<file path="config.mk">
export PLATFORM = sky130hd
export DESIGN_NAME = hex_record_line_parser_flat
export DESIGN_NICKNAME = d
export VERILOG_FILES = /design/src/rtl/core/hrl_pkg.sv /design/src/rtl/core/hrl_if.sv /design/src/rtl/core/hex_record_line_parser.sv /design/src/rtl/core/hrl_ram.sv /design/src/rtl/core/hrl_front.sv /design/src/rtl/core/hrl_job_fifo.sv /design/src/rtl/core/hrl_back.sv /design/src/flat_wrapper.sv
export SDC_FILE = /design/constraint.sdc
export NUM_CORES = 1
export LEC_CHECK = 0
export ABC_AREA = 0
export BUFFER_PORTS_ARGS = -buffer_cell sky130_fd_sc_hd__buf_2
export CORE_MARGIN = 10
export CORE_UTILIZATION = 40
export DETAILED_ROUTE_END_ITERATION = 8
export PLACE_DENSITY_LB_ADDON = 0.15
export SYNTH_ARGS = -nofsm -noshare
export SYNTH_HDL_FRONTEND = slang
export SYNTH_SLANG_ARGS = --single-unit
</file>
<file path="constraint.sdc">
create_clock -name clk_i -period 5.6 [get_ports clk_i]
set_input_delay 0.56 -clock clk_i [delete_from_list [all_inputs] [get_ports clk_i]]
set_output_delay 0.56 -clock clk_i [all_outputs]
set_load 0.05 [all_outputs]
</file>
<file path="src/rtl/core/hrl_pkg.sv">
// Types, constants and helper functions shared by the hex record line parser.
// Depends on nothing; every parser file but hrl_ram uses it by scoped names.
`default_nettype none

package hrl_pkg;

  // line geometry
  localparam int LINE_CHARS = 40;
  localparam int BYTE_COUNT = LINE_CHARS / 2;
  localparam int LEN_W      = $clog2(LINE_CHARS + 2);
  localparam int BIDX_W     = $clog2(BYTE_COUNT);

  // field widths of the result word
  localparam int STATUS_W   = 2;
  localparam int DATA_W     = 8;
  localparam int BYTE_IDX_W = 5;
  localparam int LINE_NUM_W = 24;
  localparam int ERR_POS_W  = 6;
  localparam int CNT_W      = 17;
  localparam int TAIL_W     = 16;

  // line buffer: two banks, each addressed by byte index
  localparam int RAM_AW    = BIDX_W + 1;
  localparam int RAM_DEPTH = 2 ** RAM_AW;

  // job queue between front and back
  localparam int JOBQ_DEPTH = 2;
  localparam int JOBQ_PTR_W = $clog2(JOBQ_DEPTH);
  localparam int JOBQ_CNT_W = $clog2(JOBQ_DEPTH + 1);

  // character codes
  localparam logic [7:0] CH_NL     = 8'h0A;
  localparam logic [7:0] CH_HASH   = 8'h23;
  localparam logic [7:0] CH_DOLLAR = 8'h24;

  typedef logic [LEN_W-1:0] len_t;

  localparam len_t LINE_LEN = LEN_W'(LINE_CHARS);
  localparam len_t LEN_CAP  = LEN_W'(LINE_CHARS + 1);

  typedef enum logic [STATUS_W-1:0] {
    ST_DATA     = 2'd0,
    ST_BAD_LEN  = 2'd1,
    ST_BAD_CHAR = 2'd2,
    ST_BAD_SEQ  = 2'd3
  } status_e;

  // one finished line handed from front to back
  typedef struct packed {
    status_e                 status;
    logic [LINE_NUM_W-1:0]   line_number;
    logic [ERR_POS_W-1:0]    err_pos;
    logic                    bank;
  } hrl_job_t;

  // line buffer write port
  typedef struct packed {
    logic              we;
    logic [RAM_AW-1:0] addr;
    logic [DATA_W-1:0] data;
  } hrl_wr_t;

  // line buffer read port
  typedef struct packed {
    logic              re;
    logic [RAM_AW-1:0] addr;
  } hrl_rd_t;

  // saturate a length at one past the line length
  function automatic len_t cap_len(input logic [LEN_W:0] x);
    len_t r;
    if (x > {1'b0, LEN_CAP}) begin
      r = LEN_CAP;
    end else begin
      r = x[LEN_W-1:0];
    end
    return r;
  endfunction

  // hex digit value, bit 4 set for a non-hex character
  function automatic logic [4:0] hex_value(input logic [7:0] c);
    logic [4:0] r;
    if (c >= 8'h30 && c <= 8'h39) begin
      r = {1'b0, 4'(c - 8'h30)};
    end else if (c >= 8'h61 && c <= 8'h66) begin
      r = {1'b0, 4'(c - 8'h57)};
    end else if (c >= 8'h41 && c <= 8'h46) begin
      r = {1'b0, 4'(c - 8'h37)};
    end else begin
      r = 5'h10;
    end
    return r;
  endfunction

  // blank, tab and the other control whitespace codes
  function automatic logic is_space(input logic [7:0] c);
    return (c == 8'h20) || (c >= 8'h09 && c <= 8'h0D);
  endfunction

endpackage

`default_nettype wire

</file>
<file path="src/rtl/core/hrl_if.sv">
// Channel interfaces of the parser: character words in, result words out.
// Depends on hrl_pkg for the field widths.
`default_nettype none

interface hrl_char_if;
  logic                       valid;
  logic                       ready;
  logic [hrl_pkg::DATA_W-1:0] char_code;
  logic                       end_of_input;

  modport source (output valid, output char_code, output end_of_input, input ready);
  modport sink   (input valid, input char_code, input end_of_input, output ready);
endinterface

interface hrl_res_if;
  logic                           valid;
  logic                           ready;
  logic [hrl_pkg::STATUS_W-1:0]   status;
  logic [hrl_pkg::DATA_W-1:0]     data_byte;
  logic [hrl_pkg::BYTE_IDX_W-1:0] byte_index;
  logic [hrl_pkg::LINE_NUM_W-1:0] line_number;
  logic [hrl_pkg::ERR_POS_W-1:0]  error_position;
  logic                           last;

  modport source (output valid, output status, output data_byte, output byte_index,
                  output line_number, output error_position, output last, input ready);
  modport sink   (input valid, input status, input data_byte, input byte_index,
                  input line_number, input error_position, input last, output ready);
endinterface

`default_nettype wire

</file>
<file path="src/rtl/core/hex_record_line_parser.sv">
// Hex record line parser, top level: front end, job queue, line buffer, back end.
// Characters are taken one per cycle; ready drops only while two finished lines wait.
// A valid line's 20 bytes leave one per cycle while the result channel takes them; a line
// ended by newline or end of input passes the two-entry job queue, the read stage and the
// output register. An error word takes the same path and halts the parser until reset.
// Asynchronous active-low reset clears all control state; the line buffer needs no clear.
`default_nettype none

module hex_record_line_parser (
  input  wire logic clk_i,
  input  wire logic rst_ni,
  hrl_char_if.sink  in_i,
  hrl_res_if.source out_o
);

  logic                       push;
  logic                       pop;
  logic                       q_full;
  logic                       q_empty;
  hrl_pkg::hrl_job_t          job;
  hrl_pkg::hrl_job_t          head;
  hrl_pkg::hrl_wr_t           wr;
  hrl_pkg::hrl_rd_t           rd;
  logic [hrl_pkg::DATA_W-1:0] rdata;

  hrl_front u_front (
    .clk_i    (clk_i),
    .rst_ni   (rst_ni),
    .in_i     (in_i),
    .q_full_i (q_full),
    .push_o   (push),
    .job_o    (job),
    .wr_o     (wr)
  );

  hrl_job_fifo u_job_fifo (
    .clk_i   (clk_i),
    .rst_ni  (rst_ni),
    .push_i  (push),
    .job_i   (job),
    .full_o  (q_full),
    .pop_i   (pop),
    .empty_o (q_empty),
    .head_o  (head)
  );

  // two banks of line bytes
  hrl_ram #(
    .WIDTH (hrl_pkg::DATA_W),
    .DEPTH (hrl_pkg::RAM_DEPTH)
  ) u_line_ram (
    .clk_i   (clk_i),
    .we_i    (wr.we),
    .waddr_i (wr.addr),
    .wdata_i (wr.data),
    .re_i    (rd.re),
    .raddr_i (rd.addr),
    .rdata_o (rdata)
  );

  hrl_back u_back (
    .clk_i   (clk_i),
    .rst_ni  (rst_ni),
    .empty_i (q_empty),
    .head_i  (head),
    .pop_o   (pop),
    .rd_o    (rd),
    .rdata_i (rdata),
    .out_o   (out_o)
  );

endmodule

`default_nettype wire

</file>
<file path="src/rtl/core/hrl_ram.sv">
// Generic simple dual-port RAM: one write port, one read port with registered data.
// Depends on nothing.
`default_nettype none

module hrl_ram #(
  parameter int WIDTH = 8,
  parameter int DEPTH = 64
) (
  input  wire logic                     clk_i,
  input  wire logic                     we_i,
  input  wire logic [$clog2(DEPTH)-1:0] waddr_i,
  input  wire logic [WIDTH-1:0]         wdata_i,
  input  wire logic                     re_i,
  input  wire logic [$clog2(DEPTH)-1:0] raddr_i,
  output      logic [WIDTH-1:0]         rdata_o
);

  logic [WIDTH-1:0] mem_q [DEPTH];

  // write port
  always_ff @(posedge clk_i) begin
    if (we_i) begin
      mem_q[waddr_i] <= wdata_i;
    end
  end

  // read port, data held until the next read
  always_ff @(posedge clk_i) begin
    if (re_i) begin
      rdata_o <= mem_q[raddr_i];
    end
  end

endmodule

`default_nettype wire

</file>
<file path="src/rtl/core/hrl_front.sv">
// Front end: takes characters, tracks comments, trimming and line checks,
// writes decoded bytes to the line buffer, queues a job per record line.
// Depends on hrl_pkg and hrl_char_if.
`default_nettype none

module hrl_front (
  input  wire logic              clk_i,
  input  wire logic              rst_ni,
  hrl_char_if.sink               in_i,
  input  wire logic              q_full_i,
  output      logic              push_o,
  output      hrl_pkg::hrl_job_t job_o,
  output      hrl_pkg::hrl_wr_t  wr_o
);

  logic                               halted_q, halted_d;
  logic [hrl_pkg::LINE_NUM_W-1:0]     line_count_q, line_count_d;
  logic [hrl_pkg::CNT_W-1:0]          expected_q, expected_d;
  hrl_pkg::len_t                      kept_q, kept_d;
  hrl_pkg::len_t                      pend_q, pend_d;
  hrl_pkg::len_t                      bad_pos_q, bad_pos_d;
  logic                               bad_seen_q, bad_seen_d;
  logic                               in_comment_q, in_comment_d;
  logic                               hash_seen_q, hash_seen_d;
  logic                               header_q, header_d;
  logic [3:0]                         high_q, high_d;
  logic                               started_q, started_d;
  logic                               lead_dollar_q, lead_dollar_d;
  logic [hrl_pkg::TAIL_W-1:0]         tail_q, tail_d;
  logic                               wr_bank_q, wr_bank_d;

  logic                               acc;
  logic                               line_end;
  logic                               take;
  logic [7:0]                         ch;
  logic [4:0]                         nib;
  logic                               is_header;
  logic [hrl_pkg::LINE_NUM_W-1:0]     line_next;
  hrl_pkg::status_e                   line_status;
  hrl_pkg::len_t                      k_len;
  logic                               bs;
  hrl_pkg::len_t                      bp;

  // accept a word whenever the job queue has room
  assign in_i.ready = !q_full_i;
  assign acc        = in_i.valid && in_i.ready && !halted_q;
  assign ch         = in_i.char_code;
  assign nib        = hrl_pkg::hex_value(ch);
  assign line_end   = acc && (in_i.end_of_input ? started_q : (ch == hrl_pkg::CH_NL));
  assign take       = acc && !in_i.end_of_input && (ch != hrl_pkg::CH_NL);

  // line verdict, evaluated at the line end
  assign is_header = header_q || (lead_dollar_q && !in_comment_q);
  assign line_next = (line_count_q == '1) ? line_count_q : line_count_q + 1'b1;

  always_comb begin
    if (kept_q != hrl_pkg::LINE_LEN) begin
      line_status = hrl_pkg::ST_BAD_LEN;
    end else if (bad_seen_q) begin
      line_status = hrl_pkg::ST_BAD_CHAR;
    end else if ({1'b0, tail_q} != expected_q) begin
      line_status = hrl_pkg::ST_BAD_SEQ;
    end else begin
      line_status = hrl_pkg::ST_DATA;
    end
  end

  assign push_o            = line_end && !is_header && (kept_q != '0);
  assign job_o.status      = line_status;
  assign job_o.line_number = line_next;
  assign job_o.err_pos     = (line_status == hrl_pkg::ST_BAD_CHAR) ?
                             hrl_pkg::ERR_POS_W'(bad_pos_q) : '0;
  assign job_o.bank        = wr_bank_q;

  // per-character and per-line state update
  always_comb begin
    halted_d      = halted_q;
    line_count_d  = line_count_q;
    expected_d    = expected_q;
    kept_d        = kept_q;
    pend_d        = pend_q;
    bad_pos_d     = bad_pos_q;
    bad_seen_d    = bad_seen_q;
    in_comment_d  = in_comment_q;
    hash_seen_d   = hash_seen_q;
    header_d      = header_q;
    high_d        = high_q;
    started_d     = started_q;
    lead_dollar_d = lead_dollar_q;
    tail_d        = tail_q;
    wr_bank_d     = wr_bank_q;
    wr_o          = '0;
    k_len         = kept_q;
    bs            = bad_seen_q;
    bp            = bad_pos_q;

    if (line_end) begin
      line_count_d  = line_next;
      kept_d        = '0;
      pend_d        = '0;
      bad_pos_d     = '0;
      bad_seen_d    = 1'b0;
      in_comment_d  = 1'b0;
      hash_seen_d   = 1'b0;
      header_d      = 1'b0;
      high_d        = '0;
      started_d     = 1'b0;
      lead_dollar_d = 1'b0;
      tail_d        = '0;
      if (push_o) begin
        if (line_status == hrl_pkg::ST_DATA) begin
          expected_d = {1'b0, tail_q} + 1'b1;
          wr_bank_d  = !wr_bank_q;
        end else begin
          halted_d = 1'b1;
        end
      end
    end else if (take) begin
      started_d = 1'b1;
      if (in_comment_q) begin
        // only the character right after the hash can mark a header line
        if (hash_seen_q && ch == hrl_pkg::CH_DOLLAR) begin
          header_d = 1'b1;
        end
        hash_seen_d = 1'b0;
      end else if (ch == hrl_pkg::CH_HASH) begin
        in_comment_d = 1'b1;
        hash_seen_d  = 1'b1;
        pend_d       = '0;
      end else begin
        if (!started_q && ch == hrl_pkg::CH_DOLLAR) begin
          lead_dollar_d = 1'b1;
        end
        if (hrl_pkg::is_space(ch)) begin
          // whitespace is held back until a later character keeps it
          if (kept_q != '0) begin
            pend_d = hrl_pkg::cap_len({1'b0, pend_q} + 1'b1);
          end
        end else begin
          if (pend_q != '0) begin
            if (!bs && kept_q < hrl_pkg::LINE_LEN) begin
              bs = 1'b1;
              bp = kept_q;
            end
            k_len  = hrl_pkg::cap_len({1'b0, kept_q} + {1'b0, pend_q});
            pend_d = '0;
          end
          if (nib[4]) begin
            if (!bs && k_len < hrl_pkg::LINE_LEN) begin
              bs = 1'b1;
              bp = k_len;
            end
          end else if (k_len < hrl_pkg::LINE_LEN) begin
            tail_d = {tail_q[hrl_pkg::TAIL_W-5:0], nib[3:0]};
            if (!k_len[0]) begin
              high_d = nib[3:0];
            end else begin
              wr_o.we   = 1'b1;
              wr_o.addr = {wr_bank_q, k_len[hrl_pkg::BIDX_W:1]};
              wr_o.data = {high_q, nib[3:0]};
            end
          end
          kept_d     = hrl_pkg::cap_len({1'b0, k_len} + 1'b1);
          bad_seen_d = bs;
          bad_pos_d  = bp;
        end
      end
    end
  end

  // state registers
  always_ff @(posedge clk_i or negedge rst_ni) begin
    if (!rst_ni) begin
      halted_q      <= 1'b0;
      line_count_q  <= '0;
      expected_q    <= '0;
      kept_q        <= '0;
      pend_q        <= '0;
      bad_pos_q     <= '0;
      bad_seen_q    <= 1'b0;
      in_comment_q  <= 1'b0;
      hash_seen_q   <= 1'b0;
      header_q      <= 1'b0;
      high_q        <= '0;
      started_q     <= 1'b0;
      lead_dollar_q <= 1'b0;
      tail_q        <= '0;
      wr_bank_q     <= 1'b0;
    end else begin
      halted_q      <= halted_d;
      line_count_q  <= line_count_d;
      expected_q    <= expected_d;
      kept_q        <= kept_d;
      pend_q        <= pend_d;
      bad_pos_q     <= bad_pos_d;
      bad_seen_q    <= bad_seen_d;
      in_comment_q  <= in_comment_d;
      hash_seen_q   <= hash_seen_d;
      header_q      <= header_d;
      high_q        <= high_d;
      started_q     <= started_d;
      lead_dollar_q <= lead_dollar_d;
      tail_q        <= tail_d;
      wr_bank_q     <= wr_bank_d;
    end
  end

  // checks
  a_no_job_when_halted: assert property (@(posedge clk_i) disable iff (!rst_ni)
    halted_q |-> !push_o && !wr_o.we)
    else $error("job or buffer write while halted");

  a_kept_capped: assert property (@(posedge clk_i) disable iff (!rst_ni)
    kept_q <= hrl_pkg::LEN_CAP && pend_q <= hrl_pkg::LEN_CAP)
    else $error("line length beyond its cap");

  a_error_halts: assert property (@(posedge clk_i) disable iff (!rst_ni)
    push_o && job_o.status != hrl_pkg::ST_DATA |=> halted_q)
    else $error("error line did not halt the parser");

endmodule

`default_nettype wire

</file>
<file path="src/rtl/core/hrl_job_fifo.sv">
// Short job queue between front and back; a data job keeps its buffer bank
// until the back end pops it. Depends on hrl_pkg.
`default_nettype none

module hrl_job_fifo (
  input  wire logic              clk_i,
  input  wire logic              rst_ni,
  input  wire logic              push_i,
  input  wire hrl_pkg::hrl_job_t job_i,
  output      logic              full_o,
  input  wire logic              pop_i,
  output      logic              empty_o,
  output      hrl_pkg::hrl_job_t head_o
);

  hrl_pkg::hrl_job_t                 entry_q [hrl_pkg::JOBQ_DEPTH];
  logic [hrl_pkg::JOBQ_PTR_W-1:0]    wr_ptr_q, wr_ptr_d;
  logic [hrl_pkg::JOBQ_PTR_W-1:0]    rd_ptr_q, rd_ptr_d;
  logic [hrl_pkg::JOBQ_CNT_W-1:0]    count_q, count_d;

  assign full_o  = (count_q == hrl_pkg::JOBQ_CNT_W'(hrl_pkg::JOBQ_DEPTH));
  assign empty_o = (count_q == '0);
  assign head_o  = entry_q[rd_ptr_q];

  // pointer and fill count
  always_comb begin
    wr_ptr_d = wr_ptr_q;
    rd_ptr_d = rd_ptr_q;
    count_d  = count_q;
    if (push_i) begin
      wr_ptr_d = (wr_ptr_q == hrl_pkg::JOBQ_PTR_W'(hrl_pkg::JOBQ_DEPTH - 1)) ?
                 '0 : wr_ptr_q + 1'b1;
    end
    if (pop_i) begin
      rd_ptr_d = (rd_ptr_q == hrl_pkg::JOBQ_PTR_W'(hrl_pkg::JOBQ_DEPTH - 1)) ?
                 '0 : rd_ptr_q + 1'b1;
    end
    if (push_i && !pop_i) begin
      count_d = count_q + 1'b1;
    end else if (pop_i && !push_i) begin
      count_d = count_q - 1'b1;
    end
  end

  always_ff @(posedge clk_i or negedge rst_ni) begin
    if (!rst_ni) begin
      wr_ptr_q <= '0;
      rd_ptr_q <= '0;
      count_q  <= '0;
    end else begin
      wr_ptr_q <= wr_ptr_d;
      rd_ptr_q <= rd_ptr_d;
      count_q  <= count_d;
    end
  end

  // entry storage
  always_ff @(posedge clk_i) begin
    if (push_i) begin
      entry_q[wr_ptr_q] <= job_i;
    end
  end

  // checks
  a_no_overflow: assert property (@(posedge clk_i) disable iff (!rst_ni)
    push_i |-> !full_o)
    else $error("job pushed into a full queue");

  a_no_underflow: assert property (@(posedge clk_i) disable iff (!rst_ni)
    pop_i |-> !empty_o)
    else $error("job popped from an empty queue");

endmodule

`default_nettype wire

</file>
<file path="src/rtl/core/hrl_back.sv">
// Back end: walks the head job, reads its bytes from the line buffer and
// drives the result channel through an output register. Depends on hrl_pkg, hrl_res_if.
`default_nettype none

module hrl_back (
  input  wire logic                       clk_i,
  input  wire logic                       rst_ni,
  input  wire logic                       empty_i,
  input  wire hrl_pkg::hrl_job_t          head_i,
  output      logic                       pop_o,
  output      hrl_pkg::hrl_rd_t           rd_o,
  input  wire logic [hrl_pkg::DATA_W-1:0] rdata_i,
  hrl_res_if.source                       out_o
);

  // read stage: byte read issued, data arrives from the buffer
  logic                               s1_valid_q, s1_valid_d;
  hrl_pkg::status_e                   s1_status_q;
  logic [hrl_pkg::BIDX_W-1:0]         s1_idx_q;
  logic [hrl_pkg::LINE_NUM_W-1:0]     s1_line_q;
  logic [hrl_pkg::ERR_POS_W-1:0]      s1_err_q;
  logic                               s1_last_q;

  // output register
  logic                               out_valid_q, out_valid_d;
  logic [hrl_pkg::STATUS_W-1:0]       out_status_q;
  logic [hrl_pkg::DATA_W-1:0]         out_data_q;
  logic [hrl_pkg::BYTE_IDX_W-1:0]     out_idx_q;
  logic [hrl_pkg::LINE_NUM_W-1:0]     out_line_q;
  logic [hrl_pkg::ERR_POS_W-1:0]      out_err_q;
  logic                               out_last_q;

  logic [hrl_pkg::BIDX_W-1:0]         idx_q, idx_d;
  logic                               adv;
  logic                               issue;
  logic                               is_data;
  logic                               job_last;

  assign adv      = !out_valid_q || out_o.ready;
  assign issue    = adv && !empty_i;
  assign is_data  = (head_i.status == hrl_pkg::ST_DATA);
  assign job_last = !is_data || (idx_q == hrl_pkg::BIDX_W'(hrl_pkg::BYTE_COUNT - 1));
  assign pop_o    = issue && job_last;

  assign rd_o.re   = issue && is_data;
  assign rd_o.addr = {head_i.bank, idx_q};

  // byte walk over the head job
  always_comb begin
    idx_d = idx_q;
    if (issue) begin
      idx_d = job_last ? '0 : idx_q + 1'b1;
    end
  end

  assign s1_valid_d  = adv ? issue : s1_valid_q;
  assign out_valid_d = adv ? s1_valid_q : out_valid_q;

  always_ff @(posedge clk_i or negedge rst_ni) begin
    if (!rst_ni) begin
      idx_q       <= '0;
      s1_valid_q  <= 1'b0;
      out_valid_q <= 1'b0;
    end else begin
      idx_q       <= idx_d;
      s1_valid_q  <= s1_valid_d;
      out_valid_q <= out_valid_d;
    end
  end

  // payload of both stages
  always_ff @(posedge clk_i) begin
    if (issue) begin
      s1_status_q <= head_i.status;
      s1_idx_q    <= is_data ? idx_q : '0;
      s1_line_q   <= head_i.line_number;
      s1_err_q    <= head_i.err_pos;
      s1_last_q   <= job_last;
    end
    if (adv && s1_valid_q) begin
      out_status_q <= s1_status_q;
      out_data_q   <= (s1_status_q == hrl_pkg::ST_DATA) ? rdata_i : '0;
      out_idx_q    <= hrl_pkg::BYTE_IDX_W'(s1_idx_q);
      out_line_q   <= s1_line_q;
      out_err_q    <= s1_err_q;
      out_last_q   <= s1_last_q;
    end
  end

  assign out_o.valid          = out_valid_q;
  assign out_o.status         = out_status_q;
  assign out_o.data_byte      = out_data_q;
  assign out_o.byte_index     = out_idx_q;
  assign out_o.line_number    = out_line_q;
  assign out_o.error_position = out_err_q;
  assign out_o.last           = out_last_q;

  // checks
  a_error_is_last: assert property (@(posedge clk_i) disable iff (!rst_ni)
    out_o.valid && out_o.status != hrl_pkg::ST_DATA |-> out_o.last)
    else $error("error word not marked last");

  a_last_byte_index: assert property (@(posedge clk_i) disable iff (!rst_ni)
    out_o.valid && out_o.status == hrl_pkg::ST_DATA |->
      out_o.last == (out_o.byte_index == hrl_pkg::BYTE_IDX_W'(hrl_pkg::BYTE_COUNT - 1)))
    else $error("last flag does not match the final byte of a line");

endmodule

`default_nettype wire

</file>
<file path="src/flat_wrapper.sv">
// flat-port wrapper written by rule: the top's interface ports become plain ports
module hex_record_line_parser_flat 
  (clk_i, rst_ni, in_i_valid, in_i_char_code, in_i_end_of_input, in_i_ready, out_o_valid, out_o_status, out_o_data_byte, out_o_byte_index, out_o_line_number, out_o_error_position, out_o_last, out_o_ready);
  hrl_char_if in_i_i ();
  hrl_res_if out_o_i ();
  input  wire logic clk_i;
  input  wire logic rst_ni;
  input wire logic [$bits(in_i_i.valid)-1:0] in_i_valid;
  input wire logic [$bits(in_i_i.char_code)-1:0] in_i_char_code;
  input wire logic [$bits(in_i_i.end_of_input)-1:0] in_i_end_of_input;
  output wire logic [$bits(in_i_i.ready)-1:0] in_i_ready;
  output wire logic [$bits(out_o_i.valid)-1:0] out_o_valid;
  output wire logic [$bits(out_o_i.status)-1:0] out_o_status;
  output wire logic [$bits(out_o_i.data_byte)-1:0] out_o_data_byte;
  output wire logic [$bits(out_o_i.byte_index)-1:0] out_o_byte_index;
  output wire logic [$bits(out_o_i.line_number)-1:0] out_o_line_number;
  output wire logic [$bits(out_o_i.error_position)-1:0] out_o_error_position;
  output wire logic [$bits(out_o_i.last)-1:0] out_o_last;
  input wire logic [$bits(out_o_i.ready)-1:0] out_o_ready;
  assign in_i_i.valid = in_i_valid;
  assign in_i_i.char_code = in_i_char_code;
  assign in_i_i.end_of_input = in_i_end_of_input;
  assign in_i_ready = in_i_i.ready;
  assign out_o_valid = out_o_i.valid;
  assign out_o_status = out_o_i.status;
  assign out_o_data_byte = out_o_i.data_byte;
  assign out_o_byte_index = out_o_i.byte_index;
  assign out_o_line_number = out_o_i.line_number;
  assign out_o_error_position = out_o_i.error_position;
  assign out_o_last = out_o_i.last;
  assign out_o_i.ready = out_o_ready;
  hex_record_line_parser u_core (.clk_i(clk_i), .rst_ni(rst_ni), .in_i(in_i_i), .out_o(out_o_i));
endmodule
</file>
-- Word level (Yosys, flattened, before mapping)
Memories as Yosys holds them, arrays and structs flattened. A register that Yosys moved wholly into a read port is not among the register bits.
Index checks and enable logic that the tools add are counted.
- muxes and demuxes: 104
- bitwise gates (word level): 1
- reduce and logical (&&, ||, !) cells: 63
- $lt $le $gt $ge: 13
- add/subtract/negate cells: 13
- eq/ne operators: 17
- operator list (operator ; count):
    6-bit two-way mux ; 31
    15-bit two-way mux ; 8
    16-bit two-way mux ; 7
    1-bit two-way mux ; 40
    4-bit two-way mux ; 8
    24-bit by 1-bit adder with 24-bit output (second input constant) ; 1
    24-bit == test (second input constant) ; 1
    8-bit by 6-bit == test with 1-bit output (second input constant) ; 3
    24-bit two-way mux ; 1
    1-bit logical AND ; 22
    7-bit by 6-bit > comparator with 1-bit output (second input constant) ; 3
    5-bit two-way mux ; 4
    16-bit by 1-bit adder with 17-bit output (second input constant) ; 1
    16-bit by 17-bit inequality test with 1-bit output ; 1
    8-bit by 7-bit >= comparator with 1-bit output (second input constant) ; 2
    8-bit by 7-bit <= comparator with 1-bit output (second input constant) ; 2
    6-bit by 1-bit adder with 7-bit output (second input constant) ; 2
    1-bit zero test ; 14
    6-bit < comparator (second input constant) ; 2
    4-bit AND reduction ; 3
    2-bit nonzero test ; 6
    6-bit nonzero test ; 2
    2-bit two-way mux ; 5
    3-bit AND reduction ; 3
    other kinds (27) ; 39
- memory bits (writable): 578
- flip-flop bits (word level): 182
- input port bits: 13
- word-level logic and storage cells: 245
- memories: 2
- output and inout port bits: 48
- memory list (name ; words ; bits a word ; rd ports ; clocked after memory_dff ; write ports ; line ; source):
    u_core.u_line_ram.mem_q ; 64 ; 8 ; 1 ; 1 ; 1 ; hrl_ram.sv:18 ; logic [WIDTH-1:0] mem_q [DEPTH];
    u_core.u_job_fifo.entry_q ; 2 ; 33 ; 1 ; 0 ; 1 ; hrl_job_fifo.sv:16 ; hrl_pkg::hrl_job_t entry_q [hrl_pkg::JOBQ_DEPTH];

-- Logic depth before layout (Yosys ltp)
Gate-level depths: netlist of the first run.
- depth in word-level cells: 19
- gate-level depth with buffers: 16
- mapped depth without buffers: 15

-- Cells and area by module
Synthesis of the first run repeated with hierarchy kept, for this count alone.
- cells, all modules: 1867
- area total of the unflattened synthesis: 31734.2 sq um
- modules (own cells, without submodules) (module ; seq. area each (sq um) ; cells an instance ; times used ; area an instance (sq um)):
    hrl_ram ; 15615.0 ; 972 ; 1 ; 20270.7
    hrl_front ; 2177.1 ; 636 ; 1 ; 5746.8
    hrl_back ; 2697.6 ; 140 ; 1 ; 2996.6
    hrl_job_fifo ; 2082.0 ; 119 ; 1 ; 2720.1

-- Worst setup path before layout of the first run
No wires, ideal clock.
- path kind: register -> register
- from: reg u_core.u_front.pend_q[0]
- to: mem u_core.u_line_ram.mem_q[0][0] (data pin)
- required time: 4919 ps
- data arrival time: 5203 ps
- clock period less this slack: 5884 ps
- setup slack: -284 ps
- cell stages (with the launch flop): 13
- path through: dfrtp_1 > ha_1 > inv_1 > fa_1 > a2bb2oi_2 > o221ai_1 > o211a_1 > o311a_4 > nor2_8 > and2_1 > buf_2 > nand2_1 > nor3_1
- RTL lines (what ; line ; source):
    start, declared ; hrl_front.sv:20 ; hrl_pkg::len_t pend_q, pend_d;
    start signal, assigned ; hrl_front.sv:194 ; pend_q <= pend_d;
    end, declared ; hrl_ram.sv:18 ;

-- Worst setup path after layout of the first run
- from: reg u_core.u_front.pend_q[0]
- to: mem u_core.u_line_ram.mem_q[49][0], enable pin
- word-level cells in the longest chain between the ends: 19
- elaborated cells between the ends (all ways): 21
- those cells by class: add/sub: 1; order compare: 2; mux: 17; reduce/logical: 1
- RTL lines (what ; line ; source):
    6-bit by 6-bit adder with 7-bit output ; hrl_front.sv:145 ; k_len = hrl_pkg::cap_len({1'b0, kept_q} + {1'b0, pend_q});
    7-bit by 6-bit > comparator with 1-bit output ; hrl_pkg.sv:72 ; if (x > {1'b0, LEN_CAP}) begin
    6-bit two-way mux ; hrl_pkg.sv:72 ;
    6-bit two-way mux (*) ; hrl_front.sv:140 ; if (pend_q != '0) begin
    6-bit two-way mux (*) ; hrl_front.sv:134 ; if (hrl_pkg::is_space(ch)) begin
    6-bit two-way mux (*) ; hrl_front.sv:126 ; end else if (ch == hrl_pkg::CH_HASH) begin
    6-bit two-way mux (*) ; hrl_front.sv:120 ; if (in_comment_q) begin
    6-bit two-way mux (*) ; hrl_front.sv:118 ; end else if (take) begin
    [... 3 more ...] ; n/a ;
    15-bit two-way mux (*) ; hrl_front.sv:148 ; if (nib[4]) begin
    15-bit two-way mux (*) ; hrl_front.sv:134 ;
    15-bit two-way mux (*) ; hrl_front.sv:126 ;
    15-bit two-way mux (*) ; hrl_front.sv:120 ;
    15-bit two-way mux (*) ; hrl_front.sv:118 ;
    15-bit two-way mux (*) ; hrl_front.sv:97 ; if (line_end) begin
    1-bit two-way mux ; hrl_ram.sv:22 ; if (we_i) begin
    1-bit two-way mux (not written as such) ; hrl_ram.sv:23 ; mem_q[waddr_i] <= wdata_i;
Mark *: on every way between the ends. The rest lies on a longest branch, timed or not. The select of a mux whose other input is x is not followed.

==> results.md, run 1 <==
- Setup tns final: 0 ns
- Post-DR vias/cell: 5.11
- GRT Residual Overflow: 0
- Slowest CP cell: nor2_1
- WS Path Type: reg -> reg
- Post-synthesis compound-gate area fraction: 3.37%
- Setup Fix Bufs, Post-CTS: 0
- Crit start category: flip-flop
- Pin count of the biggest net entering global routing: 70
- Post-CTS sizing: 0
- RSZ-0062 raised after global routing: false
- Synth Area in Adders: 0.822%
- Design area: 0.0365 mm2
- Post-route setup slack: 0.973 ns
- DRT Wirelength: 64100 um
- Mux share of post-synthesis cell area: 14.4%
- Clock insertion delay at the later pin of the skew report: 0.64 ns
- Core footprint: 0.0776 mm2
- Max incr delay on CP: 0.74 ns
- Main flop type after synthesis: edfxtp_1
- Register area share after synthesis: 72.0%
- WP data required: 5.85 ns
- Via count: 15817
- CTS clk-pin slew, worst paths: 0.06 ns
- GR Util All Layers: 14.4%
- First drt pass iteration count: 5
- Vias in the first global route: 16632
- Largest family of logic cells by synthesized area: multiplexers
- Peak VDD IR: 0.242 mV
- Leak pwr: 12.1 nW
- Slew @ Worst Pin: 1.05 ns
- Bufs on Longest Clock Path: 3
- CTS Hold Buffers Added: 0
- Most common cell after layout, fill and taps aside: edfxtp_1
- Clock period minus final worst setup slack: 4.63 ns
- Peak Freq: 0.216 GHz
- I/O pin count: 61
- Status: completed
- Synth Area in XOR/XNOR: 2.49%
- Die X-Extent: 300 um
- Rel. slew slack: 30.1%
- Mean routed wirelength per cell: 20.7 um
- Most common cell on crit path: ha_1
- Max Slew Vio Count: 0
- CTS root buffer: clkbuf_16
- First-pass GRT wire length: 101000 um
- Setup WS pre-CTS: 0.972 ns
- Count of input and output buffers: 60
- R2r worst-path depth: 11
- TritonCTS clock tree: yes
- Synthesized area: 0.0314 mm2
- DRC: 0
- Initial antenna violation count: 2
- Layout area overhead: 16.5%
- Netlist cell types: 91
- Final Cycle Share: 82.6%
- Die height: 300 um
- Min-Delay Path Class: in -> async
- Clock Sinks: 768
- Placed cell areas: 0.0338 mm2
- # diodes: 0
- Total Nets Final: 2019
- Largest fanout on the critical path: 12
- Design Power: 13.7 mW
- Fin Clk Skew: 0.0356 ns
- Crit path cell chain: ha_1 -> inv_1 -> fa_1 -> a2bb2oi_2 -> o221ai_1 -> o211a_1 -> o311a_4 -> nor2_8 -> ha_1 -> o2111ai_1 -> nor2_1
- Post-synth EDFFs: 670
- Final hold vios: 0
- DRT iter0 DRCs: 1017
- Hold WS: 0.0960 ns
- Max Cap Viol: 0
- Final ANT Viol Nets: 0
- Final setup viols: 0
- Crit end category: flip-flop
- PwrDens: 375 mW/mm2
- Async S/R FF share, synth: 12.8%
- HPWL after detailed placement: 40900 um
- Htree depth: 3
- Crit path DAT: 4.87 ns
- Simple-Gate Fraction of Synth Area: 5.37%
- Fraction of layout cells with a size suffix above 1: 24.5%
- Placer Congestion: 0.814
- Rows: 102
- CTS Buf Count: 82
- Avg Cell Area, Syn: 18.7 um2
- Synthesis Warnings: 0
- Initial Util: 40.4%
- Most frequent cells in the layout: edfxtp_1 (670), conb_1 (192), mux4_2 (168), dfrtp_1 (95), clkbuf_16 (82)
- Die ar.: 0.0900 mm2
- #FFs+latches synth: 768
- Syn Inst Count: 1673
## power by group
group / internal (mW) / switching (mW)
combinational: 0.420 / 1.12
clock: 3.04 / 2.26
sequential: 6.67 / 0.190
total: 10.1 / 3.58
## synth_stat cells (21+ instances only)
library cell	count	area, um2
inv_1	32	120
clkbuf_1	42	158
and2_1	22	138
nor3_1	39	195
mux4_2	168	3780
nand3_1	31	155
nor2_1	61	229
xnor2_1	51	447
dfrtp_1	98	2450
mux2_2	49	552
nand2_1	71	267
edfxtp_1	670	20100
xor2_1	38	333
and3_1	21	131
## layer usage
| metal | share of wire (%) | vias up | GRT usage, % |
|---|---|---|---|
| met5 | 0 | - | 0 |
| met2 | 49 | 304 | 24.0 |
| met1 | 44 | 8285 | 19.4 |
| met4 | 1.8 | 0 | 4.02 |
| met3 | 4.5 | 78 | 2.52 |
| li1 | - | 7150 | - |
## cells by family after synthesis
logic type               after synthesis
AND/OR/NAND/NOR                      317
AO/OA/AOI/OAI                        131
flip-flops                           768
other                                  1
XOR/XNOR                              89
buffers and inverters                113
multiplexers                         234
adder cells (fa/ha/maj)               20
## stage by stage
stage	util [%]	std cells
floorplan	-	1864
global placement	43.6	2942
detailed placement	43.6	2942
CTS	47.1	3094
global route	47.1	3094
finish	47.1	3094
## flip-flops by register name, indices dropped and copies added, names as in the netlist, 6 cells and up
register and count:
u_core.u_line_ram.rdata_o 8, u_core.u_back.s1_line_q 24, u_core.u_back.out_o.line_number 24, u_core.u_back.out_o.data_byte 8
u_core.u_back.out_o.error_position 6, u_core.u_front.expected_q 17, u_core.u_job_fifo.entry_q 66, u_core.u_front.line_count_q 24
u_core.u_line_ram.mem_q 512, u_core.u_front.kept_q 6, u_core.u_front.tail_q 16, u_core.u_front.pend_q 6
u_core.u_front.bad_pos_q 6, u_core.u_back.s1_err_q 6
## area by class of cell
type | count | area, um2
clock inverters | 49 | 498
well taps | 1040 | 1300
repair buffers | 118 | 776
clock buffers | 103 | 2190
flip-flops and latches | 768 | 22600
fillers | 6694 | 41100
inverters | 33 | 124
multi-input cells | 983 | 9060
## final timing paths
kind,startpoint,endpoint,slack [ns]
max,u_core.u_front.pend_q[0],u_core.u_line_ram.mem_q[49][0],0.97
min,rst_ni,u_core.u_front.expected_q[8],0.1
max reg2reg,u_core.u_front.pend_q[0],u_core.u_line_ram.mem_q[49][0],0.97
min reg2reg,u_core.u_back.s1_idx_q[1],u_core.u_back.out_o.byte_index[1],0.41
max in group asynchronous,rst_ni,u_core.u_front.bad_pos_q[1],4.50
min in group clk_i,out_o_ready,u_core.u_back.out_o.valid,0.29
## critical path, delay by kind of cell (launching register included)
| kind | cells | cell delay, ns |
|---|---|---|
| simple gates | 2 | 0.96 |
| flops | 1 | 0.45 |
| buf+inv | 1 | 0.06 |
| compound gates | 5 | 1.52 |
| fa+ha+maj | 3 | 1.27 |
Power figures use the tool's default switching activity.
==> inputs of run 2 (changes only) <==
==> constraint.sdc (replaced) <==
create_clock -name clk_i -period 4.1 [get_ports clk_i]
set_input_delay 0.41 -clock clk_i [delete_from_list [all_inputs] [get_ports clk_i]]
set_output_delay 0.41 -clock clk_i [all_outputs]
set_load 0.05 [all_outputs]
==> run 2 against run 1 <==
Net effect: critical endpoint is now u_core.u_front.kept_q[0]; power grew 36%; critical path type unchanged; sequential cell count is the same; maximum frequency rose by 17%; combinational power grew 49%; clock power up 33%; cell area is 1.4% higher; count of clock-buffer cells in the layout increased by 4.
==> results.md, run 2 (synthesis results as in run 1) <==
- Status: completed
- Wire length on met3: 3010 um (+5.0%)
- Leak pwr: 12.4 nW (+2.2%)
- Htree depth: 3 (unchanged)
- Clock period minus final worst setup slack: 3.96 ns (-0.663 ns)
- Setup tns final: 0 ns (unchanged)
- Largest register by flop count: u_core.u_line_ram.mem_q
- # diodes: 0 (unchanged)
- Post-route setup slack: 0.136 ns (-0.837 ns)
- Initial Util: 40.4% (unchanged)
- Pin count of the biggest net entering global routing: 65 (-7.1%)
- TritonCTS clock tree: yes
- Crit end category: flip-flop
- Peak Freq: 0.252 GHz (+17%)
- Bufs on Longest Clock Path: 3 (unchanged)
- Setup WS pre-CTS: 0.0542 ns (-0.918 ns)
- Final Cycle Share: 96.7% (+14 points)
- Largest fanout on the critical path: 6 (-6)
- DRT met1 WL: 27300 um (-3.8%)
- DRT Wirelength: 63900 um (-0.33%)
- Total Nets Final: 2066 (+2.3%)
- Initial antenna violation count: 1 (-1)
- GRT Residual Overflow: 0 (unchanged)
- Clock Sinks: 768 (unchanged)
- Max Cap Viol: 0 (unchanged)
- Fin Clk Skew: 0.0296 ns (-0.00596 ns)
- Fraction of layout cells with a size suffix above 1: 27.2% (+2.7 points)
- Rows: 102 (unchanged)
- Number of flip-flops in the largest register: 512 (unchanged)
- DRT iter0 DRCs: 1084 (+6.6%)
- DRC: 0 (unchanged)
- First-pass GRT wire length: 99800 um (-1.2%)
- Min-Delay Path Class: in -> reg
- Clock insertion delay at the later pin of the skew report: 0.63 ns (about the same)
- WP data required: 4.59 ns (-1.26 ns)
- Most frequent cells in the layout: edfxtp_1 (670), conb_1 (192), mux4_2 (168), dfrtp_1 (95), buf_4 (91)
- Peak VDD IR: 0.298 mV (+23%)
- Fillers: 6676 (-0.27%)
- Die height: 300 um (unchanged)
- HPWL after detailed placement: 40900 um (about the same)
- WL met2: 32000 um (+0.79%)
- Post-DR vias/cell: 5.07 (-0.74%)
- Via count: 15918 (+0.64%)
- Max Slew Vio Count: 0 (unchanged)
- CTS clk-pin slew, worst paths: 0.06 ns (about the same)
- Die X-Extent: 300 um (unchanged)
- Final setup viols: 0 (unchanged)
- Crit start category: flip-flop
- Slew @ Worst Pin: 1.20 ns (+0.157 ns)
- Crit path DAT: 4.45 ns (-0.42 ns)
- Vias in the first global route: 16715 (+0.50%)
- GR Util All Layers: 14.4% (-0.074 points)
- Rel. slew slack: 19.7% (-10 points)
- PwrDens: 503 mW/mm2 (+34%)
- Final ANT Viol Nets: 0 (unchanged)
- First drt pass iteration count: 5 (unchanged)
- Placed cell areas: 0.0344 mm2 (+1.7%)
- Final hold vios: 0 (unchanged)
- Placer Congestion: 0.845 (+3.8%)
- Core footprint: 0.0776 mm2 (unchanged)
- Mean routed wirelength per cell: 20.4 um (-1.7%)
- Design area: 0.0371 mm2 (+1.4%)
- Die ar.: 0.0900 mm2 (unchanged)
- CTS Buf Count: 82 (unchanged)
- Design Power: 18.6 mW (+36%)
- I/O pin count: 61 (unchanged)
- Highest metal used: met4
- WS Path Type: reg -> reg
- Most common cell after layout, fill and taps aside: edfxtp_1
- Count of input and output buffers: 60 (unchanged)
- Largest regs: u_core.u_line_ram.mem_q: 512 flops, u_core.u_job_fifo.entry_q: 66 flops
- Layout area overhead: 18.2%
- CTS root buffer: clkbuf_16
==> run 2: repair_timing <==
item,CTS,global route
buffers inserted,0,4
hold buffers,1,0
hold endpoints to repair,62,0
gates resized for setup,0,8
endpoints found under the setup margin,0,456
==> run 2: critical path, cell delays in order, from the launching register on <==
cell,delay (ns)
dfrtp_1,0.36
ha_2,0.21
inv_1,0.07
fa_2,0.51
a2bb2oi_2,0.15
o221ai_1,0.15
o2111a_2,0.32
o31ai_4,0.27
a2bb2oi_2,0.20
inv_1,0.09
ha_2,0.22
buf_4,0.16
a31oi_1,0.16
a22oi_1,0.10
nor4_2,0.39
nor3_2,0.13
o32a_1,0.37
==> run 2: layer usage <==
metal | vias to the layer above | track usage, %
met1 | 8272 | 18.4
li1 | 7244 | -
met4 | 0 | 4.83
met2 | 302 | 24.4
met3 | 100 | 2.66
met5 | - | 0
==> run 2: cell type report <==
class | instances | area (um2) | share of cell area [%]
clock buffers | 107 | 2200 | 5.93
clock inverters | 41 | 382 | 1.03
inverters | 33 | 124 | 0.334
multi-input cells | 983 | 9200 | 24.8
flip-flops and latches | 768 | 22600 | 60.9
well taps | 1040 | 1300 | 3.51
repair buffers | 165 | 1270 | 3.42
==> run 2: report_power, final <==
part           switching, mW  total, mW  internal [mW]
clock                   2.98       7.04           4.05
sequential             0.202       9.31           9.11
combinational           1.63       2.30          0.662
total                   4.82       18.6           13.8
==> run 2: metrics by stage <==
step	hold slack, ns	utilization, %	cells
after floorplan	0.114	-	1864
after global placement	0.401	44.3	2984
after detailed placement	0.405	44.3	2984
after CTS	0.0755	47.7	3133
after global routing	0.114	47.8	3137
final	0.107	47.8	3137
==> run 2: final timing paths <==
check,start,to,slack [ns],depth (start not counted)
min reg2reg,u_core.u_back.s1_line_q[13],u_core.u_back.out_o.line_number[13],0.42,0
max,u_core.u_front.pend_q[0],u_core.u_front.kept_q[0],0.14,16
max reg2reg,u_core.u_front.pend_q[0],u_core.u_front.kept_q[0],0.14,16
min in group asynchronous,rst_ni,u_core.u_front.tail_q[2],0.46,2
min,out_o_ready,u_core.u_back.out_o.valid,0.11,3
max in group asynchronous,rst_ni,u_core.u_front.kept_q[3],2.79,3
==> inputs of run 3 (changes only) <==
--- a/config.mk
+++ b/config.mk
@@ -8,7 +8,7 @@
 export ABC_AREA = 0
 export BUFFER_PORTS_ARGS = -buffer_cell sky130_fd_sc_hd__buf_2
 export CORE_MARGIN = 10
-export CORE_UTILIZATION = 40
+export CORE_UTILIZATION = 45
 export DETAILED_ROUTE_END_ITERATION = 8
 export PLACE_DENSITY_LB_ADDON = 0.15
 export SYNTH_ARGS = -nofsm -noshare
==> run 3 against run 2 <==
Net effect: sequential power grew 0.4%; clock skew shrank 0.0074 ns; routed wire length shrank 1.6%; sequential share of layout area increased by 0.18 points; critical endpoint unchanged; setup slack improved by 0.12 ns; power up 0.97%; die area decreased by 10%; utilization rose by 5.9 points.
==> results.md, run 3 (synthesis results as in run 1) <==
- I/O pin count: 61 (unchanged)
- Peak VDD IR: 0.386 mV (+29%)
- Final Cycle Share: 93.8% (-2.9 points)
- Slew @ Worst Pin: 1.05 ns (-0.149 ns)
- Clock insertion delay at the later pin of the skew report: 0.63 ns (about the same)
- Crit path cell chain: ha_2 -> inv_1 -> fa_2 -> a2bb2oi_2 -> o221ai_1 -> o2111a_2 -> o31ai_4 -> a2bb2oi_2 -> inv_1 -> ha_2 -> buf_4 -> a31oi_1 -> a22oi_1 -> nor4_2 -> nor3_2 -> o32a_1
- Crit start category: flip-flop
- CTS Buf Count: 81 (-1.2%)
- Clock Sinks: 768 (unchanged)
- TritonCTS clock tree: yes
- Largest register by flop count: u_core.u_line_ram.mem_q
- Rel. slew slack: 29.2% (+9.5 points)
- Design Power: 18.8 mW (+0.97%)
- RSZ-0062 raised after global routing: false
- Design area: 0.0369 mm2 (-0.30%)
- Inst Count DP: 2875 (-3.7%)
- DRT Wirelength: 62900 um (-1.6%)
- CTS clk-pin slew, worst paths: 0.06 ns (about the same)
- Slowest CP cell: fa_2
- Htree depth: 3 (unchanged)
- First-pass GRT wire length: 98300 um (-1.5%)
- DRT iter0 DRCs: 1002 (-7.6%)
- Crit end category: flip-flop
- First drt pass iteration count: 4 (-1)
- Vias in the first global route: 16564 (-0.90%)
- Die X-Extent: 284 um (-5.3%)
- # diodes: 0 (unchanged)
- Placed cell areas: 0.0342 mm2 (-0.47%)
- Mean routed wirelength per cell: 20.8 um (+2.0%)
- Rows: 96 (-5.9%)
- Crit path DAT: 4.34 ns (-0.11 ns)
- Number of flip-flops in the largest register: 512 (unchanged)
- Initial Util: 45.6% (+5.1 points)
- Total Nets Final: 2065 (-0.048%)
- Fraction of layout cells with a size suffix above 1: 27.1% (-0.11 points)
- Final Core Density: 53.7% (+5.9 points)
- Final ANT Viol Nets: 0 (unchanged)
- Largest fanout on the critical path: 6 (unchanged)
- Initial antenna violation count: 3 (+2)
- Max Cap Viol: 0 (unchanged)
- Layout area overhead: 17.8%
- DRC: 0 (unchanged)
- Core footprint: 0.0688 mm2 (-11%)
- Post-DR vias/cell: 5.24 (+3.3%)
- Clock period minus final worst setup slack: 3.84 ns (-0.120 ns)
- Count of input and output buffers: 60 (unchanged)
- Final hold vios: 0 (unchanged)
- Die ar.: 0.0806 mm2 (-10%)
- CTS root buffer: clkbuf_16
- GR Util All Layers: 15.7% (+1.3 points)
- Leak pwr: 12.4 nW (-0.10%)
- WS Path Type: reg -> reg
- Bufs on Longest Clock Path: 3 (unchanged)
- Most frequent cells in the layout: edfxtp_1 (670), conb_1 (192), mux4_2 (168), dfrtp_1 (95), buf_4 (94)
- HPWL after detailed placement: 40700 um (-0.40%)
- Die height: 284 um (-5.3%)
- Via count: 15875 (-0.27%)
- Largest regs: u_core.u_line_ram.mem_q: 512 flops, u_core.u_job_fifo.entry_q: 66 flops
- Status: completed
- PwrDens: 510 mW/mm2 (+1.3%)
- Fin Clk Skew: 0.0222 ns (-0.00738 ns)
- Peak Freq: 0.260 GHz (+3.1%)
- Final cell count without fillers: 3029 (-3.4%)
- Min-Delay Path Class: in -> reg
- GRT Residual Overflow: 0 (unchanged)
- WP data required: 4.60 ns (about the same)
- Setup WS pre-CTS: 0.0526 ns (-0.00152 ns)
- Most common cell after layout, fill and taps aside: edfxtp_1
- Pin count of the biggest net entering global routing: 65 (unchanged)
- Placer Congestion: 0.853 (+0.86%)
- Final setup viols: 0 (unchanged)
- Max incr delay on CP: 0.45 ns (-0.06 ns)
- Post-route setup slack: 0.256 ns (+0.120 ns)
- Max Slew Vio Count: 0 (unchanged)
-- run 3: cell count changes in the layout (fill, tap and decap cells not counted), moves of 3 or more --
cell	change
inv_6	+3
clkbuf_1	+3
buf_4	+3
buf_12	-3
clkinv_2	-7
bufinv_16	+4
clkinvlp_4	+6
clkbuf_8	-3
-- run 3: report_power, final --
part           internal, mW  total, mW  switching [mW]  leakage, nW
sequential             9.11       9.35           0.241         7.14
combinational         0.674       2.27            1.59         3.99
clock                  4.25       7.21            2.96         1.26
total                  14.0       18.8            4.80         12.4
-- run 3: per-stage QoR --
step                hold slack [ns]  setup TNS [ns]
floorplan                     0.114         -160.78
CTS                           0.108               0
global route                  0.140               0
detailed placement            0.405               0
finish                        0.137               0
global placement              0.401               0
-- run 3: area by class of cell --
type / instances / area [um2]
inverter: 33 / 124
multi-input combinational: 983 / 9210
clock inverter: 42 / 463
tap: 931 / 1160
clock buffer: 107 / 2170
fill: 5428 / 31900
timing repair buffer: 165 / 1230
sequential: 768 / 22600
-- run 3: final timing paths --
path	from	endpoint	slack, ns	cells after the start
hold reg to reg	u_core.u_back.s1_line_q[4]	u_core.u_back.out_o.line_number[4]	0.40	0
setup / recovery	u_core.u_front.kept_q[0]	u_core.u_front.kept_q[0]	0.26	16
hold / removal	in_i_valid	u_core.u_front.started_q	0.14	4
max in group asynchronous	rst_ni	u_core.u_back.idx_q[1]	2.76	3
setup reg to reg	u_core.u_front.kept_q[0]	u_core.u_front.kept_q[0]	0.26	16
min in group asynchronous	rst_ni	u_core.u_front.expected_q[14]	0.35	2
-- run 3: timing repair --
item	in CTS	in global routing
endpoints found under the setup margin	0	125
hold buffers	1	0
gates resized for setup	0	8
setup buffers	0	4
hold endpoints to repair	43	0
-- run 3: critical path: cells and delay by family (launching register included) --
| kind | cells | cell delay (ns) |
|---|---|---|
| flops | 1 | 0.38 |
| fa+ha+maj | 3 | 0.87 |
| buf+inv | 3 | 0.32 |
| simple gates | 2 | 0.49 |
| compound gates | 8 | 1.64 |
-- run 3: per-layer routing --
layer / global-route usage, % / share of wire [%]
met2: 26.6 / 50
met5: 0 / 0
met4: 5.45 / 2.9
met1: 19.8 / 41
met3: 3.23 / 5.3
